### config.mk
export PLATFORM = sky130hd
export DESIGN_NAME = fcs_front
export DESIGN_NICKNAME = d
export VERILOG_FILES = /design/src/sv/fcs_pkg.sv /design/src/sv/fcs_front.sv
export SDC_FILE = /design/constraint.sdc
export NUM_CORES = 1
export LEC_CHECK = 0
export ABC_AREA = 0
export BUFFER_PORTS_ARGS = -buffer_cell sky130_fd_sc_hd__clkbuf_2
export CAP_MARGIN = 20
export CORE_ASPECT_RATIO = 0.7
export CORE_MARGIN = 2
export CORE_UTILIZATION = 57
export DETAILED_ROUTE_END_ITERATION = 12
export GPL_ROUTABILITY_DRIVEN = 0
export PLACE_DENSITY = 0.92
export SLEW_MARGIN = 0
export SYNTH_ARGS = -nofsm -noshare
export SYNTH_HDL_FRONTEND = slang
export SYNTH_SLANG_ARGS = --single-unit
### constraint.sdc
create_clock -name clk -period 3.9 [get_ports clk]
set_input_delay 0.975 -clock clk [delete_from_list [all_inputs] [get_ports clk]]
set_output_delay 0.975 -clock clk [all_outputs]
set_load 0.02 [all_outputs]
### src/sv/fcs_pkg.sv
`default_nettype none

package fcs_pkg;

    localparam logic [7:0] CMD_DEVICE_ID = 8'h00;
    localparam logic [7:0] CMD_IRQ_ENABLE = 8'h81;
    localparam logic [7:0] CMD_READ_STATUS = 8'h83;
    localparam logic [7:0] CMD_READ_ID = 8'h85;
    localparam logic [7:0] CMD_CLEAR_STATUS = 8'h89;
    localparam logic [7:0] CMD_ARRAY_READ = 8'h52;
    localparam logic [7:0] CMD_SECTOR_ERASE = 8'hF1;
    localparam logic [7:0] CMD_PAGE_PROGRAM = 8'hF2;
    localparam logic [7:0] CMD_CHIP_ERASE = 8'hF4;

    localparam logic [7:0] READ_ID_BYTE1 = 8'h80;
    localparam logic [7:0] READ_ID_BYTE2 = 8'hC2;
    localparam logic [7:0] READ_ID_BYTE3 = 8'h21;
    localparam logic [7:0] READ_ID_TAIL = 8'h00;

    localparam logic [7:0] IDLE_BYTE = 8'hFF;
    localparam logic [7:0] ERASED_BYTE = 8'hFF;
    localparam logic [7:0] STATUS_RESET = 8'h41;
    localparam logic [7:0] STATUS_CLEAR_MASK = 8'h18;
    localparam logic [31:0] DEVICE_ID_RESET = 32'd4;

    localparam logic [3:0] POS_MAX = 4'd15;

    typedef enum logic [3:0] {
        OP_NOP,
        OP_CLEAR,
        OP_DEVICE_ID,
        OP_CONST,
        OP_STATUS,
        OP_IRQ_ENABLE,
        OP_READ,
        OP_PROGRAM,
        OP_SECTOR_ERASE,
        OP_CHIP_ERASE,
        OP_END,
        OP_END_WRITE
    } fcs_op_t;

    typedef struct packed {
        fcs_op_t    op;
        logic [7:0] data;
        logic [1:0] idx;
    } fcs_item_t;

endpackage

`default_nettype wire

### src/sv/fcs_front.sv
`default_nettype none

module fcs_front #(
    parameter int CARD_SIZE_BYTES = 524288
) (
    input  wire logic                               clk,
    input  wire logic                               rst_n,
    input  wire logic                               in_valid,
    output logic                                    in_stall,
    input  wire logic                               cmd,
    input  wire logic [7:0]                         byte_in,
    input  wire logic                               q_full,
    input  wire logic                               clearing,
    output logic                                    push,
    output fcs_pkg::fcs_item_t                      push_item,
    output logic [$clog2(CARD_SIZE_BYTES)-1:0]      push_addr
);

    import fcs_pkg::*;

    localparam int AW = $clog2(CARD_SIZE_BYTES);

    logic [3:0]    pos_reg, pos_next;
    logic [7:0]    cmd_reg, cmd_next;
    logic [1:0]    idx_reg, idx_next;
    logic [AW-1:0] addr_reg, addr_next;
    logic [24:0]   addr_wide;
    logic [24:0]   addr_calc;

    assign in_stall = q_full || clearing;
    assign push = in_valid && !in_stall;
    assign addr_wide = {{(25 - AW){1'b0}}, addr_reg};

    always_comb
    begin
        unique case (pos_reg)
            4'd1: addr_calc = {byte_in, 17'd0};
            4'd2: addr_calc = addr_wide | {8'd0, byte_in, 9'd0};
            4'd3: addr_calc = addr_wide | {16'd0, byte_in[1:0], 7'd0};
            4'd4: addr_calc = addr_wide | {18'd0, byte_in[6:0]};
            default: addr_calc = addr_wide;
        endcase
    end

    always_comb
    begin
        pos_next = pos_reg;
        cmd_next = cmd_reg;
        idx_next = idx_reg;
        addr_next = addr_reg;
        push_item.op = OP_NOP;
        push_item.data = byte_in;
        push_item.idx = idx_reg;
        push_addr = addr_reg;

        if (cmd)
        begin
            pos_next = 4'd0;
            idx_next = 2'd0;
            if (cmd_reg == CMD_SECTOR_ERASE || cmd_reg == CMD_PAGE_PROGRAM ||
                cmd_reg == CMD_CHIP_ERASE)
            begin
                push_item.op = OP_END_WRITE;
            end
            else
            begin
                push_item.op = OP_END;
            end
        end
        else if (pos_reg == 4'd0)
        begin
            cmd_next = byte_in;
            idx_next = 2'd0;
            pos_next = 4'd1;
            if (byte_in == CMD_CLEAR_STATUS)
            begin
                push_item.op = OP_CLEAR;
            end
        end
        else
        begin
            if (pos_reg < POS_MAX)
            begin
                pos_next = pos_reg + 4'd1;
            end
            unique case (cmd_reg)
                CMD_DEVICE_ID:
                begin
                    if (pos_reg >= 4'd2)
                    begin
                        push_item.op = OP_DEVICE_ID;
                        idx_next = idx_reg + 2'd1;
                    end
                end
                CMD_READ_ID:
                begin
                    push_item.op = OP_CONST;
                    unique case (pos_reg)
                        4'd1: push_item.data = READ_ID_BYTE1;
                        4'd2: push_item.data = READ_ID_BYTE2;
                        4'd3: push_item.data = READ_ID_BYTE3;
                        default: push_item.data = READ_ID_TAIL;
                    endcase
                end
                CMD_READ_STATUS:
                begin
                    push_item.op = OP_STATUS;
                end
                CMD_ARRAY_READ:
                begin
                    if (pos_reg <= 4'd4)
                    begin
                        addr_next = addr_calc[AW-1:0];
                    end
                    else if (pos_reg >= 4'd9)
                    begin
                        push_item.op = OP_READ;
                        addr_next = addr_reg + AW'(1);
                    end
                end
                CMD_PAGE_PROGRAM:
                begin
                    if (pos_reg <= 4'd4)
                    begin
                        addr_next = addr_calc[AW-1:0];
                    end
                    else
                    begin
                        push_item.op = OP_PROGRAM;
                        addr_next = addr_reg + AW'(1);
                    end
                end
                CMD_SECTOR_ERASE:
                begin
                    if (pos_reg == 4'd1)
                    begin
                        addr_next = addr_calc[AW-1:0];
                    end
                    else if (pos_reg == 4'd2)
                    begin
                        addr_next = addr_calc[AW-1:0];
                        push_addr = addr_calc[AW-1:0];
                        push_item.op = OP_SECTOR_ERASE;
                    end
                end
                CMD_CHIP_ERASE:
                begin
                    if (pos_reg == 4'd2)
                    begin
                        push_item.op = OP_CHIP_ERASE;
                    end
                end
                CMD_IRQ_ENABLE:
                begin
                    if (pos_reg == 4'd1)
                    begin
                        push_item.op = OP_IRQ_ENABLE;
                    end
                end
                default:
                begin
                    push_item.op = OP_NOP;
                end
            endcase
        end
    end

    always_ff @(posedge clk or negedge rst_n)
    begin
        if (!rst_n)
        begin
            pos_reg <= 4'd0;
            cmd_reg <= 8'd0;
            idx_reg <= 2'd0;
            addr_reg <= '0;
        end
        else if (push)
        begin
            pos_reg <= pos_next;
            cmd_reg <= cmd_next;
            idx_reg <= idx_next;
            addr_reg <= addr_next;
        end
    end

endmodule

`default_nettype wire

==> Word level (Yosys, flattened, before mapping) <==
Cells that the tools add are included.
{ "word_totals": {"elab_cells": 79, "ff_bits": 33} }
{ "op_classes": {"add_sub_neg": 3, "mux": 35, "n_eq_ne": 13, "magnitude_cmp": 4, "n_reduce_logical": 15, "bitwise_logic": 5} }
{ "ops": {"columns": ["operator", "count"], "rows": [
  ["19-bit two-way mux", 9],
  ["19-bit one-hot mux with 4 select lines", 1],
  ["19-bit one-hot mux with 3 select lines", 1],
  ["8-bit == test (second input constant)", 7],
  ["4-bit two-way mux", 8],
  ["4-bit one-hot mux with 8 select lines", 1],
  ["8-bit two-way mux", 3],
  ["8-bit one-hot mux with 3 select lines", 1],
  ["19-bit by 1-bit adder with 19-bit output (second input constant)", 1],
  ["19-bit by 17-bit OR with 19-bit output", 1],
  ["19-bit by 7-bit OR with 19-bit output", 1],
  ["19-bit by 9-bit OR with 19-bit output", 1],
  ["3-bit two-way mux", 4],
  ["3-bit nonzero test", 4],
  ["2-bit two-way mux", 5],
  ["4-bit by 2-bit == test with 1-bit output (second input constant)", 2],
  ["8-bit by 7-bit == test with 1-bit output (second input constant)", 1],
  ["8-bit zero test", 1],
  ["3-bit AND reduction", 2],
  ["5-bit AND reduction", 1],
  ["4-bit by 1-bit adder with 4-bit output (second input constant)", 1],
  ["4-bit by 1-bit == test with 1-bit output (second input constant)", 1],
  ["4-bit by 3-bit == test with 1-bit output (second input constant)", 1],
  ["4-bit by 2-bit >= comparator with 1-bit output (second input constant)", 1],
  ["other kinds (12)", 16]
]} }

==> Depth between registers and ports, before layout <==
{ "depth": {"ltp_word": 7, "depth_mapped": 9} }

==> Worst setup path after synthesis <==
Ideal clock, no wire load.
{ "synth_path": {"path_type": "register -> output", "start": "register pos_reg[0]", "end": "output port push_addr[7]", "stages_incl_launch_ff": 7, "slack_ns": 0.411, "required_ns": 2.925, "t_arrival_ns": 2.514, "cell_sequence": "dfrtp_1 -> inv_1 -> ha_1 -> clkbuf_1 -> or3b_2 -> or4_4 -> o21ai_0"} }
{ "synth_via": {"elab_chain_len": 7, "word_cells_on_any_way": 11, "cone_classes": "4 x eq/ne; 6 x mux; 1 x reduce/logical"} }
{ "synth_rtl": {"columns": ["item", "line", "source"], "rows": [
  ["start: declaration", "fcs_front.sv:23", "logic [3:0] pos_reg, pos_next;"],
  ["start signal: assignment", "fcs_front.sv:179", "pos_reg <= pos_next;"],
  ["4-bit by 3-bit == test with 1-bit output, or another cell as far along", "fcs_front.sv:36", "unique case (pos_reg)"],
  ["19-bit one-hot mux with 4 select lines", "fcs_front.sv:36", null],
  ["19-bit two-way mux", "fcs_front.sv:139", "else if (pos_reg == 4'd2)"],
  ["19-bit two-way mux", "fcs_front.sv:135", "if (pos_reg == 4'd1)"],
  ["19-bit two-way mux", "fcs_front.sv:86", "unique case (cmd_reg)"],
  ["19-bit two-way mux *", "fcs_front.sv:70", "else if (pos_reg == 4'd0)"],
  ["19-bit two-way mux *", "fcs_front.sv:56", "if (cmd)"],
  ["end: declaration", "fcs_front.sv:16", "output logic [$clog2(CARD_SIZE_BYTES)-1:0] push_addr"]
]} }
Every way passes the cells marked *; elsewhere a longest branch is shown, timed or not.

==> Worst setup path after layout <==
{ "layout_path": {"start": "register pos_reg[0]", "end": "output port push_addr[8]"} }
Same word-level chain as after synthesis.

==> results.sh <==
export IMPL_outcome="completed"
export IMPL_viasPerCell=7.07
export IMPL_multi_input_area_sq_mm=0.00192
export IMPL_path_buf_inv=2
export IMPL_r2r_end="addr_reg[17]"
export IMPL_nFillCells=420
export IMPL_dp_slack_ps=437
export IMPL_power_density_mw_per_mm2=394
export IMPL_setup_viol=0
export IMPL_worstPathRequired_ps=2920
export IMPL_synthDistinctLibCells=62
export IMPL_io_buffers=48
export IMPL_hold_class="flip-flop to flip-flop"
export IMPL_skew_ps=4.96
export IMPL_syn2layout_area_growth_pct=11.2
export IMPL_rr_worst_depth=5
export IMPL_start_util_pct=60.4
export IMPL_dieWidth_microns=90.0
export IMPL_num_vias=3380
export IMPL_drc_errors=0
export IMPL_finalCriticalPeriod_ps=3780
export IMPL_final_core_utilization_pct=67.2
export IMPL_fmax_mhz=264
export IMPL_hpwl_microns=6550
export IMPL_max_stage_delay_ps=580
export IMPL_cts_sink_count=33
export IMPL_layout_nets=428
export IMPL_clock_latency_ps=300
export IMPL_cts_max_path_buffers=2
export IMPL_cp_cell_sequence="inv_1 > ha_2 > or3b_2 > or4_4 > o21ai_0 > clkbuf_2"
export IMPL_worstMarginPinSlew_ps=825
export IMPL_start_kind="flip-flop"
export IMPL_netlist_area_sq_mm=0.00295
export IMPL_cts_inserted_buffers=5
export IMPL_async_reset_ff_share_pct=100
export IMPL_synth_top_area_cell="dfrtp_1"
export IMPL_register_area_sq_um=826
export IMPL_leakagePower_nw=1.35
export IMPL_period_share_pct=97.0
export IMPL_crit_family="simple AND/OR/NAND/NOR gates"
export IMPL_critPathKind="flip-flop to output port"
export IMPL_dieArea_sq_mm=0.00578
export IMPL_final_setup_worst_slack_ps=116
export IMPL_maxCapViolations=0
export IMPL_grt_max_degree=34
export IMPL_grt_usage_pct=32.3
export IMPL_worstReg2RegStart="pos_reg[3]"
export IMPL_drt_first_pass_iters=7
export IMPL_grt_pass1_wl_microns=14900
export IMPL_min_to="idx_reg[0]"
export IMPL_dr_first_iter_drc_count=641
export IMPL_root_buffer="clkbuf_8"
export IMPL_ant_nets=0
export IMPL_cp_max_fo=10
export IMPL_fin_tns_setup_ps=0
export IMPL_slew_violations=0
export IMPL_synth_nets=399
export IMPL_crit_path_end_kind="output port"
export IMPL_rows=21
export IMPL_io_pins=49
export IMPL_drive_gt1_share_pct=22.2
export IMPL_syn_area_per_cell_sq_um=7.79
export IMPL_synth_seq_cells=33
export IMPL_clkTransAtPathRegs_ps=70
export IMPL_yosysSeqAreaShare_pct=28.0
export IMPL_r2r_setup_slack_ps=1160
export IMPL_antenna_found_initial=0
export IMPL_cts_tree="yes"
export IMPL_synth_edf_count=0
export IMPL_hold_buffers=0
export IMPL_critPathSlowestCell="or3b_2"
export IMPL_hp_start="idx_reg[0]"
export IMPL_synth_top_cell_area_share_pct=28.0
export IMPL_coreArea_sq_mm=0.00489
export IMPL_synth_cells=379
export IMPL_yosys_warnings=0
export IMPL_synthFlopType="dfrtp_1"
export IMPL_hold_path_depth=1
export IMPL_antennaDiodeCount=0
export IMPL_slew_headroom_pct=44.2
export IMPL_die_h_microns=64.2
export IMPL_ctsHtreeMaxLevel=2
export IMPL_synth_area_leaders="dfrtp_1 28%, a21oi_1 5.6%, nand2_1 5.1%"
export IMPL_grt_pass1_vias=2933
export IMPL_arrival_ps=2810
export IMPL_rsz0062_at_grt="no"
export IMPL_peakVddDrop_mv=0.408
export IMPL_avgRoutedWirePerCell_microns=19.6
export IMPL_gr_total_overflow=0
export IMPL_wl_microns=9380
export IMPL_largest_reg_flops=19
export IMPL_final_hold_violation_count=0
[Yosys cell counts (all sizes together), types with 4 or more instances]
cell type	number
a21o	8
nor4	6
clkbuf	32
inv	12
o31ai	5
nand3	10
nand4	7
a221oi	6
ha	6
or3	9
buf	5
o211ai	5
and2	4
a211oi	6
a32o	4
a21oi	33
nand2	40
and3	6
nand2b	4
nor3	8
a31oi	8
nor2	29
dfrtp	33
mux2	9
o21ai	28
[cell usage in the layout, fill, tap and decap left out, drive strengths merged, types with 7 or more instances in the layout]
cell type  count
o21ai         28
dfrtp         33
inv           12
nor3           8
a31oi          8
a21oi         33
nand3         10
mux2           9
clkbuf        54
nand2         40
a21o           8
nor2          29
nand4          7
or3            9
buf           11
[through the flow]
| stage | power [mW] | instances | hold WS [ps] | instance area (sq um) |
|---|---|---|---|---|
| floorplan | 0.871 | 379 | 487 | 2950 |
| global placement | 0.981 | 469 | 502 | 3190 |
| detailed placement | 1.01 | 469 | 520 | 3190 |
| CTS | 1.26 | 477 | 528 | 3270 |
| global route | 1.36 | 478 | 573 | 3280 |
| finish | 1.29 | 478 | 528 | 3280 |
[logic make-up (layout without fill, tap and decap cells)]
logic type / count (synthesis) / after routing / share of synthesized area [%]
compound gates: 141 / 141 / 33.3
fa+ha+maj: 6 / 6 / 2.54
mux: 9 / 9 / 3.43
flops: 33 / 33 / 28.0
buf+inv: 49 / 79 / 7.08
simple gates: 139 / 139 / 25.1
xor+xnor: 2 / 2 / 0.593
[worst max-delay path by stage]
stage	startpoint	endpoint	slack, ps	cells past startpoint
floorplan	pos_reg[0]	push_addr[7]	410	6
global placement	pos_reg[0]	push_addr[7]	490	6
detailed placement	pos_reg[0]	push_addr[7]	440	6
CTS	pos_reg[0]	push_addr[7]	110	6
global route	pos_reg[1]	push_addr[16]	50	8
finish	pos_reg[0]	push_addr[8]	120	6
[worst reg2reg max path: stages (launching register included)]
cell and delay [ps]:
dfrtp_1 590, nor2_1 680, nand3_1 600, a32oi_1 340, o21ai_0 130, a32o_1 290
[cell type report]
cell class / instances / share of cell area, %
Clock buffer: 6 / 2.21
Timing Repair Buffer: 59 / 9.83
Inverter: 12 / 1.37
Clock inverter: 2 / 0.305
Tap cell: 69 / 2.63
Sequential cell: 33 / 25.2
Multi-Input combinational cell: 297 / 58.5
[power breakdown]
| part | leakage [nW] | total, mW | internal [mW] | switching, mW |
|---|---|---|---|---|
| clock | 0.0450 | 0.261 | 0.124 | 0.137 |
| sequential | 0.434 | 0.507 | 0.393 | 0.114 |
| combinational | 0.876 | 0.525 | 0.207 | 0.318 |
| total | 1.35 | 1.29 | 0.723 | 0.570 |
[per-layer routing]
layer	GRT usage (%)	part of all wire, %	vias up
li1	-	-	1491
met1	45.9	40	1542
met2	48.7	42	312
met3	9.32	15	35
met4	7.69	2.3	0
met5	0	0	-
[what timing repair did]
action                                 4_1_cts  5_1_grt
setup endpoints to repair                    0       15
gates resized for setup                      0        1
setup buffers                                0        1
endpoints found under the hold margin        0        0
Power figures use the tool's default switching activity.
