### src/sv/fcs_pkg.sv
`default_nettype none

package fcs_pkg;

    localparam logic [7:0] CMD_DEVICE_ID = 8'h00;
    localparam logic [7:0] CMD_IRQ_ENABLE = 8'h81;
    localparam logic [7:0] CMD_READ_STATUS = 8'h83;
    localparam logic [7:0] CMD_READ_ID = 8'h85;
    localparam logic [7:0] CMD_CLEAR_STATUS = 8'h89;
    localparam logic [7:0] CMD_ARRAY_READ = 8'h52;
    localparam logic [7:0] CMD_SECTOR_ERASE = 8'hF1;
    localparam logic [7:0] CMD_PAGE_PROGRAM = 8'hF2;
    localparam logic [7:0] CMD_CHIP_ERASE = 8'hF4;

    localparam logic [7:0] READ_ID_BYTE1 = 8'h80;
    localparam logic [7:0] READ_ID_BYTE2 = 8'hC2;
    localparam logic [7:0] READ_ID_BYTE3 = 8'h21;
    localparam logic [7:0] READ_ID_TAIL = 8'h00;

    localparam logic [7:0] IDLE_BYTE = 8'hFF;
    localparam logic [7:0] ERASED_BYTE = 8'hFF;
    localparam logic [7:0] STATUS_RESET = 8'h41;
    localparam logic [7:0] STATUS_CLEAR_MASK = 8'h18;
    localparam logic [31:0] DEVICE_ID_RESET = 32'd4;

    localparam logic [3:0] POS_MAX = 4'd15;

    typedef enum logic [3:0] {
        OP_NOP,
        OP_CLEAR,
        OP_DEVICE_ID,
        OP_CONST,
        OP_STATUS,
        OP_IRQ_ENABLE,
        OP_READ,
        OP_PROGRAM,
        OP_SECTOR_ERASE,
        OP_CHIP_ERASE,
        OP_END,
        OP_END_WRITE
    } fcs_op_t;

    typedef struct packed {
        fcs_op_t    op;
        logic [7:0] data;
        logic [1:0] idx;
    } fcs_item_t;

endpackage

`default_nettype wire

### src/sv/fcs_queue.sv
`default_nettype none

module fcs_queue #(
    parameter int CARD_SIZE_BYTES = 524288
) (
    input  wire logic                                   clk,
    input  wire logic                                   rst_n,
    input  wire logic                                   push,
    input  wire fcs_pkg::fcs_item_t                     push_item,
    input  wire logic [$clog2(CARD_SIZE_BYTES)-1:0]     push_addr,
    output logic                                        full,
    input  wire logic                                   pop,
    output logic                                        valid,
    output fcs_pkg::fcs_item_t                          item,
    output logic [$clog2(CARD_SIZE_BYTES)-1:0]          addr
);

    import fcs_pkg::*;

    localparam int AW = $clog2(CARD_SIZE_BYTES);
    localparam int DEPTH = 2;
    localparam int PW = $clog2(DEPTH);
    localparam int CW = $clog2(DEPTH + 1);

    fcs_item_t     item_mem [DEPTH];
    logic [AW-1:0] addr_mem [DEPTH];
    logic [PW-1:0] wr_ptr_reg;
    logic [PW-1:0] rd_ptr_reg;
    logic [CW-1:0] count_reg;

    assign full = count_reg == CW'(DEPTH);
    assign valid = count_reg != '0;
    assign item = item_mem[rd_ptr_reg];
    assign addr = addr_mem[rd_ptr_reg];

    always_ff @(posedge clk)
    begin
        if (push)
        begin
            item_mem[wr_ptr_reg] <= push_item;
            addr_mem[wr_ptr_reg] <= push_addr;
        end
    end

    always_ff @(posedge clk or negedge rst_n)
    begin
        if (!rst_n)
        begin
            wr_ptr_reg <= '0;
            rd_ptr_reg <= '0;
            count_reg <= '0;
        end
        else
        begin
            if (push)
            begin
                wr_ptr_reg <= wr_ptr_reg + PW'(1);
            end
            if (pop)
            begin
                rd_ptr_reg <= rd_ptr_reg + PW'(1);
            end
            if (push && !pop)
            begin
                count_reg <= count_reg + CW'(1);
            end
            else if (pop && !push)
            begin
                count_reg <= count_reg - CW'(1);
            end
        end
    end

endmodule

`default_nettype wire

### config.mk
export PLATFORM = sky130hd
export DESIGN_NAME = fcs_queue
export DESIGN_NICKNAME = d
export VERILOG_FILES = /design/src/sv/fcs_pkg.sv /design/src/sv/fcs_queue.sv
export SDC_FILE = /design/constraint.sdc
export NUM_CORES = 1
export LEC_CHECK = 0
export BUFFER_PORTS_ARGS = -buffer_cell sky130_fd_sc_hd__buf_2
export CORE_UTILIZATION = 51
export CTS_BUF_LIST = sky130_fd_sc_hd__clkbuf_8
export CTS_CLUSTER_DIAMETER = 200
export DETAILED_ROUTE_END_ITERATION = 8
export PLACE_DENSITY = 0.78
export SLEW_MARGIN = 40
export SYNTH_ARGS = -nofsm -noshare
export SYNTH_HDL_FRONTEND = slang
export SYNTH_SLANG_ARGS = --single-unit
### constraint.sdc
create_clock -name clk -period 3.2 [get_ports clk]
set_input_delay 0.96 -clock clk [delete_from_list [all_inputs] [get_ports clk]]
set_output_delay 0.96 -clock clk [all_outputs]
set_load 0.02 [all_outputs]
After elaboration in Yosys (flattened, before gate mapping)
Memory sizes are Yosys's and may differ from the RTL's. Cells that the tools add are included.

Word-level logic and storage cells: 20. Register bits after elaboration: 4. Memories kept: 2. Bits in writable memories: 66. Bits of input ports: 37. Output and inout port bits: 35.

Memory list: addr_mem (words 2, width 19, rd ports 1, clocked after memory_dff 0, write ports 1, RTL line fcs_queue.sv:26) `logic [AW-1:0] addr_mem [DEPTH];`; item_mem (words 2, width 14, rd ports 1, clocked after memory_dff 0, write ports 1, RTL line fcs_queue.sv:25) `fcs_item_t item_mem [DEPTH];`.

Eq/ne operators: 1. Add/subtract/negate cells: 4. Mux-type cells: 4. Reductions and logical operators: 6.

Operator list (count): two-way mux 2 bit (2); nonzero test 2 bit (2); adder 1 bit (second input constant) (2); adder 2 x 1 -> 2 bit (second input constant) (1); equality test 2 bit (second input constant) (1); logical AND 1 bit (2); zero test 1 bit (2); two-way mux 1 bit (2); subtractor 2 x 1 -> 2 bit (second input constant) (1).

Logic depth before layout (Yosys ltp)
Gate-level depths: netlist (run 1).

Depth in word-level cells: 4. Depth in mapped cells: 5. Depth with buffers taken out: 5.

Worst setup path after synthesis (run 1)
No wires, ideal clock.

Kind: input port to flip-flop. Start: in push. End: mem addr_mem[0][0] (netlist name) (enable). Slack: 0.323 ns. Path buffers: 0. Arrival time: 2.450 ns. Data required time: 2.773 ns. Library setup time: 0.427 ns. Stages: 1. Path through: nor2b_1.

Cells in the longest elaborated chain, start to end: 2.

Ends and longest elaborated chain: start, declared (RTL line fcs_queue.sv:8) `input wire logic push,`; two-way mux 1 bit (RTL line fcs_queue.sv:38) `if (push)`; two-way mux 1 bit (implied by the code) (RTL line fcs_queue.sv:41) `addr_mem[wr_ptr_reg] <= push_addr;`; end, declared (RTL line fcs_queue.sv:26).

No other way between the ends.

==> impl_metrics.json, run 1 <==
{
  "wl_per_cell_um": 14.9,
  "critical_path_required_ns": 2.24,
  "routed_wl_mm": 4.07,
  "cp_max_fo": 34,
  "start_util_pct": 53.0,
  "drv_slew": 0,
  "switching_share_pct": 32.0,
  "largest_reg_flops": 38,
  "num_rows": 26,
  "crit_path_end": "item[13]",
  "yosysWarningCount": 0,
  "vdd_drop_max_uv": 558,
  "maxCapViolCount": 0,
  "p_switching_mw": 0.925,
  "holdBufCountCts": 0,
  "synth_top_family_by_area": "multiplexers",
  "post_drt_via_cell_ratio": 4.79,
  "grt_pass1_vias": 1353,
  "drt_iter0_markers": 48,
  "power_density_nw_per_um2": 881,
  "ioPinCount": 72,
  "grt_max_degree": 35,
  "rrSetupSlack_ns": 1.88,
  "drc": 0,
  "cts_tree": "done",
  "fmax_ghz": 0.409,
  "r2r-start": "wr_ptr_reg",
  "synth.avg_cell_area_um2": 22.9,
  "clk_latency_ns": 0.33,
  "final-setup-viol-count": 0,
  "worst_slew_pin_slew_ns": 0.447,
  "post_cts_buffers": 0,
  "critPathLaunchType": "flip-flop",
  "post_cts_resized": 0,
  "track_usage_pct": 15.4,
  "relSlewSlack_pct": 70.2,
  "syn_inst": 119,
  "ys_seq_area_share_pct": 76.5,
  "diodes": 0,
  "dp_slack_ns": 1.09,
  "nNetsFinal": 238,
  "clock_skew_ns": 0.00722,
  "critPathCaptureType": "output port",
  "synth-compound-area-share_pct": 0,
  "die_w_um": 75.1,
  "seqPwrFrac_pct": 44.5,
  "grt_antenna_before_repair": 0,
  "startpoint": "rd_ptr_reg",
  "fill_cells": 387,
  "core_area_um2": 5140,
  "dieHeight_um": 75.1,
  "p_leak_nw": 1.35,
  "period_minus_slack_ns": 2.44,
  "synthAdderAreaFrac_pct": 0.460,
  "status": "finished clean",
  "portBuffers": 71,
  "p_int_mw": 1.97,
  "cts_root_buffer": "clkbuf_8",
  "hold_viol_final": 0,
  "synthToLayoutAreaGrowth_pct": 20.6,
  "num_vias": 1313,
  "rr_worst_depth": 2,
  "clkPwrFrac_pct": 18.8,
  "ant_nets": 0,
  "synthesis.area_um2": 2720,
  "finalCritPeriodShare_pct": 76.3,
  "cts_buffer_depth": 2,
  "setup_tns_ns": 0,
  "combPwrFrac_pct": 36.6,
  "crit_type": "reg -> out",
  "layout-drive-gt1-share_pct": 58.3,
  "synth.mux.area_fraction_pct": 17.6,
  "synth_fp_nets": 157,
  "path_clk_slew_ns": 0.06,
  "hold_class": "in -> async",
  "firstDrtPassIters": 4,
  "timing.rr.end": "addr_mem[1][11]",
  "fin_ws_ns": 0.757,
  "synth_cell_types": 14,
  "clock-sinks": 70,
  "overflow": 0,
  "arrival_ns": 1.48,
  "grt_first_pass_wirelength_mm": 5.91,
  "yosys.area_share.simple_pct": 1.06,
  "ys_seq_elements": 70,
  "dieArea_um2": 5630,
  "synthXorXnorAreaFrac_pct": 1.61,
  "cts_made_buffers": 9,
  "rsz0062_at_grt": "no",
  "place_congestion": 0.665,
  "htree_levels": 3
}
## cell families (layout without fill, tap and decap cells)
kind of cell / count (synthesis) / in the layout
DFF: 70 / 70
muxes: 33 / 33
xor gates and xnor gates: 5 / 5
and+or+nand+nor: 5 / 5
buffers and inverters: 5 / 90
adders and majority gates: 1 / 1
## per-stage QoR
step	hold WS (ns)	utilization [%]	power, mW	cells	area (µm²)
floorplan	0.447	-	2.16	119	2720
global placement	0.462	61.1	2.35	259	3140
detailed placement	0.489	61.1	2.38	259	3140
CTS	0.418	63.9	2.94	274	3280
global route	0.420	63.9	3.04	274	3280
finish	0.436	63.9	2.89	274	3280
## power groups by stage
stage	Sequential [mW]	Clock, mW	Combinational (mW)
2_1_floorplan	1.29	0	0.872
3_3_place_gp	1.29	0	1.06
3_5_place_dp	1.31	0	1.07
4_1_cts	1.29	0.565	1.08
5_1_grt	1.30	0.594	1.14
6_report	1.29	0.546	1.06
## placed cells by master, fill, tap and decap left out
cell / n
buf_2: 71
edfxtp_1: 66
mux2_4: 29
clkbuf_8: 9
mux2_2: 4
xor2_1: 4
clkinv_1: 4
inv_1: 3
dfrtp_1: 3
buf_4: 2
nor2b_4: 1
or2_2: 1
nor2b_1: 1
and2_1: 1
xnor2_1: 1
nor2_1: 1
ha_1: 1
buf_12: 1
dfrtp_2: 1
## worst max-delay path, stage by stage (launching register included)
cell and delay (ns):
dfrtp_2 0.37, buf_12 0.25, mux2_2 0.37, buf_2 0.16
## worst min-delay path by stage
stage	from	to	cells past startpoint
after floorplan	count_reg[1]	count_reg[1]	1
after global routing	rst_n	wr_ptr_reg	1
after global placement	count_reg[1]	count_reg[1]	1
final	rst_n	count_reg[0]	1
after detailed placement	count_reg[1]	count_reg[1]	1
after CTS	rst_n	count_reg[0]	1
## area by class of cell
cell class / count / area [µm²] / area share (%)
clock buffer: 9 / 124 / 3.77
inverter: 1 / 3.75 / 0.114
clock inverter: 6 / 22.5 / 0.686
sequential: 70 / 2080 / 63.4
timing repair buffer: 74 / 390 / 11.9
tap: 70 / 87.6 / 2.67
multi-input combinational: 44 / 573 / 17.4
## routing by layer
layer  GRT usage, %  vias to the layer above  part of all wire, %  wire (µm)
met4           7.55                        0                  1.3         51
met1           16.0                      634                   39       1580
met2           26.6                       48                   53       2160
met5              0                        -                    0          0
li1               -                      624                    -          -
met3           6.69                        7                  7.0        285
## synth_stat cells
master,instances,share of area (%)
mux2_4,29,16
nor2_1,1,0.14
buf_12,3,2.2
nor2b_1,2,0.46
buf_6,1,0.41
and2_1,1,0.23
dfrtp_1,4,3.7
inv_1,1,0.14
xnor2_1,1,0.32
xor2_1,4,1.3
edfxtp_1,66,73
mux2_2,4,1.7
or2_2,1,0.23
ha_1,1,0.46
(Power assumes the default switching activity.)
==> inputs of run 2 (changes only) <==
--- a/config.mk
+++ b/config.mk
@@ -6,7 +6,7 @@
 export NUM_CORES = 1
 export LEC_CHECK = 0
 export BUFFER_PORTS_ARGS = -buffer_cell sky130_fd_sc_hd__buf_2
-export CORE_UTILIZATION = 51
+export CORE_UTILIZATION = 49
 export CTS_BUF_LIST = sky130_fd_sc_hd__clkbuf_8
 export CTS_CLUSTER_DIAMETER = 200
 export DETAILED_ROUTE_END_ITERATION = 8
==> constraint.sdc (replaced) <==
create_clock -name clk -period 2.1 [get_ports clk]
set_input_delay 0.63 -clock clk [delete_from_list [all_inputs] [get_ports clk]]
set_output_delay 0.63 -clock clk [all_outputs]
set_load 0.02 [all_outputs]
==> impl_metrics.json, run 2 (synthesized netlist as in run 1, its figures left out) <==
{
  "status": "finished clean",
  "critPathCaptureType": "output port",
  "cts_buffer_depth": 2,
  "clkPwrFrac_pct": 24.8,
  "drc": 0,
  "layout-drive-gt1-share_pct": 60.1,
  "critical_path_required_ns": 1.47,
  "clk_latency_ns": 0.33,
  "finalCritPeriodShare_pct": 98.2,
  "clock_skew_ns": 0.00604,
  "p_switching_mw": 1.47,
  "cts_root_buffer": "clkbuf_8",
  "p_int_mw": 3.49,
  "fmax_ghz": 0.485,
  "path_clk_slew_ns": 0.07,
  "htree_levels": 3,
  "p_leak_nw": 1.42,
  "dieHeight_um": 76.5,
  "ioPinCount": 72,
  "vdd_drop_max_uv": 938,
  "core_area_um2": 5240,
  "seqPwrFrac_pct": 39.7,
  "clock-sinks": 70,
  "relSlewSlack_pct": 82.2,
  "ant_nets": 0,
  "critPathLaunchType": "flip-flop",
  "place_congestion": 0.712,
  "maxCapViolCount": 0,
  "synthToLayoutAreaGrowth_pct": 26.5,
  "layout_common_cells": "edfxtp_1 (66), buf_2 (63), mux2_4 (29)",
  "post_drt_via_cell_ratio": 4.83,
  "firstDrtPassIters": 4,
  "dpl_cell_area_um2": 3170,
  "crit_type": "reg -> out",
  "power_density_nw_per_um2": 1440,
  "drv_slew": 0,
  "final_area_um2": 3440,
  "final_common_cell": "edfxtp_1",
  "rsz0062_at_grt": "yes",
  "dieArea_um2": 5860,
  "grt_pass1_vias": 1468,
  "post_cts_buffers": 0,
  "cp_max_fo": 20,
  "num_vias": 1343,
  "cts_tree": "done",
  "track_usage_pct": 16.4,
  "wl_per_cell_um": 15.8,
  "arrival_ns": 1.43,
  "cts_made_buffers": 9,
  "whs_ns": 0.0890,
  "final-setup-viol-count": 0,
  "overflow": 0,
  "switching_share_pct": 29.7,
  "diodes": 0,
  "nNetsFinal": 241,
  "drt_iter0_markers": 56,
  "setup_tns_ns": 0,
  "grt_first_pass_wirelength_mm": 6.98,
  "combPwrFrac_pct": 35.4,
  "portBuffers": 71,
  "num_rows": 26,
  "largest_reg_flops": 38,
  "holdBufCountCts": 0,
  "grt_antenna_before_repair": 0,
  "period_minus_slack_ns": 2.06,
  "die_w_um": 76.5,
  "hold_class": "in -> async",
  "routed_wl_mm": 4.39,
  "worst_slew_pin_slew_ns": 0.267,
  "start_util_pct": 52.0,
  "grt_max_degree": 21,
  "hold_viol_final": 0
}
run 2: area by class of cell:
class                           count  area (µm²)
Sequential cell                    70        2080
Fill cell                         374        1790
Multi-Input combinational cell     44         573
Timing Repair Buffer               77         468
Clock buffer                        9         124
Clock inverter                      7         105
Tap cell                           70        87.6
Inverter                            1        3.75
run 2: critical path, cell delays in order, from the launching register on:
cell     delay (ns)
dfrtp_2        0.41
buf_12         0.20
mux2_4         0.31
buf_2          0.16
run 2: final timing paths:
check | from | end | slack, ns | cells past startpoint
max in group asynchronous | rst_n | rd_ptr_reg | 1.88 | 1
min in group clk | push_addr[17] | addr_mem[0][17] | 0.48 | 1
hold / removal | rst_n | wr_ptr_reg | 0.09 | 1
hold reg to reg | count_reg[1] | count_reg[1] | 0.49 | 1
setup reg to reg | wr_ptr_reg | addr_mem[1][7] | 0.91 | 2
setup / recovery | rd_ptr_reg | item[1] | 0.04 | 3
run 2: per-stage QoR:
step	cells	setup WS, ns	power (mW)	util [%]
6_report	278	0.0388	4.96	65.8
4_1_cts	278	0.00471	4.94	65.0
2_1_floorplan	119	0.165	3.29	-
3_3_place_gp	262	0.406	3.64	60.6
3_5_place_dp	262	0.390	3.71	60.6
5_1_grt	278	-0.00365	5.16	65.8
run 2: metal layers:
layer / global-route usage (%) / wire length (µm) / vias up
met2: 26.9 / 2360 / 47
met4: 11.3 / 92 / 0
met3: 5.03 / 260 / 10
met1: 18.1 / 1680 / 657
met5: 0 / 0 / -
li1: - / - / 629
run 2: power by group through the flow:
stage	logic, mW	registers [mW]	clock network, mW
6_report	1.76	1.97	1.23
5_1_grt	1.86	2.00	1.31
4_1_cts	1.71	1.97	1.26
3_5_place_dp	1.70	2.00	0
3_3_place_gp	1.66	1.98	0
2_1_floorplan	1.33	1.96	0
run 2: timing repair:
action | 4_1_cts | 5_1_grt
hold endpoints to repair | 0 | 0
setup endpoints to repair | 0 | 11
resized for setup | 0 | 14
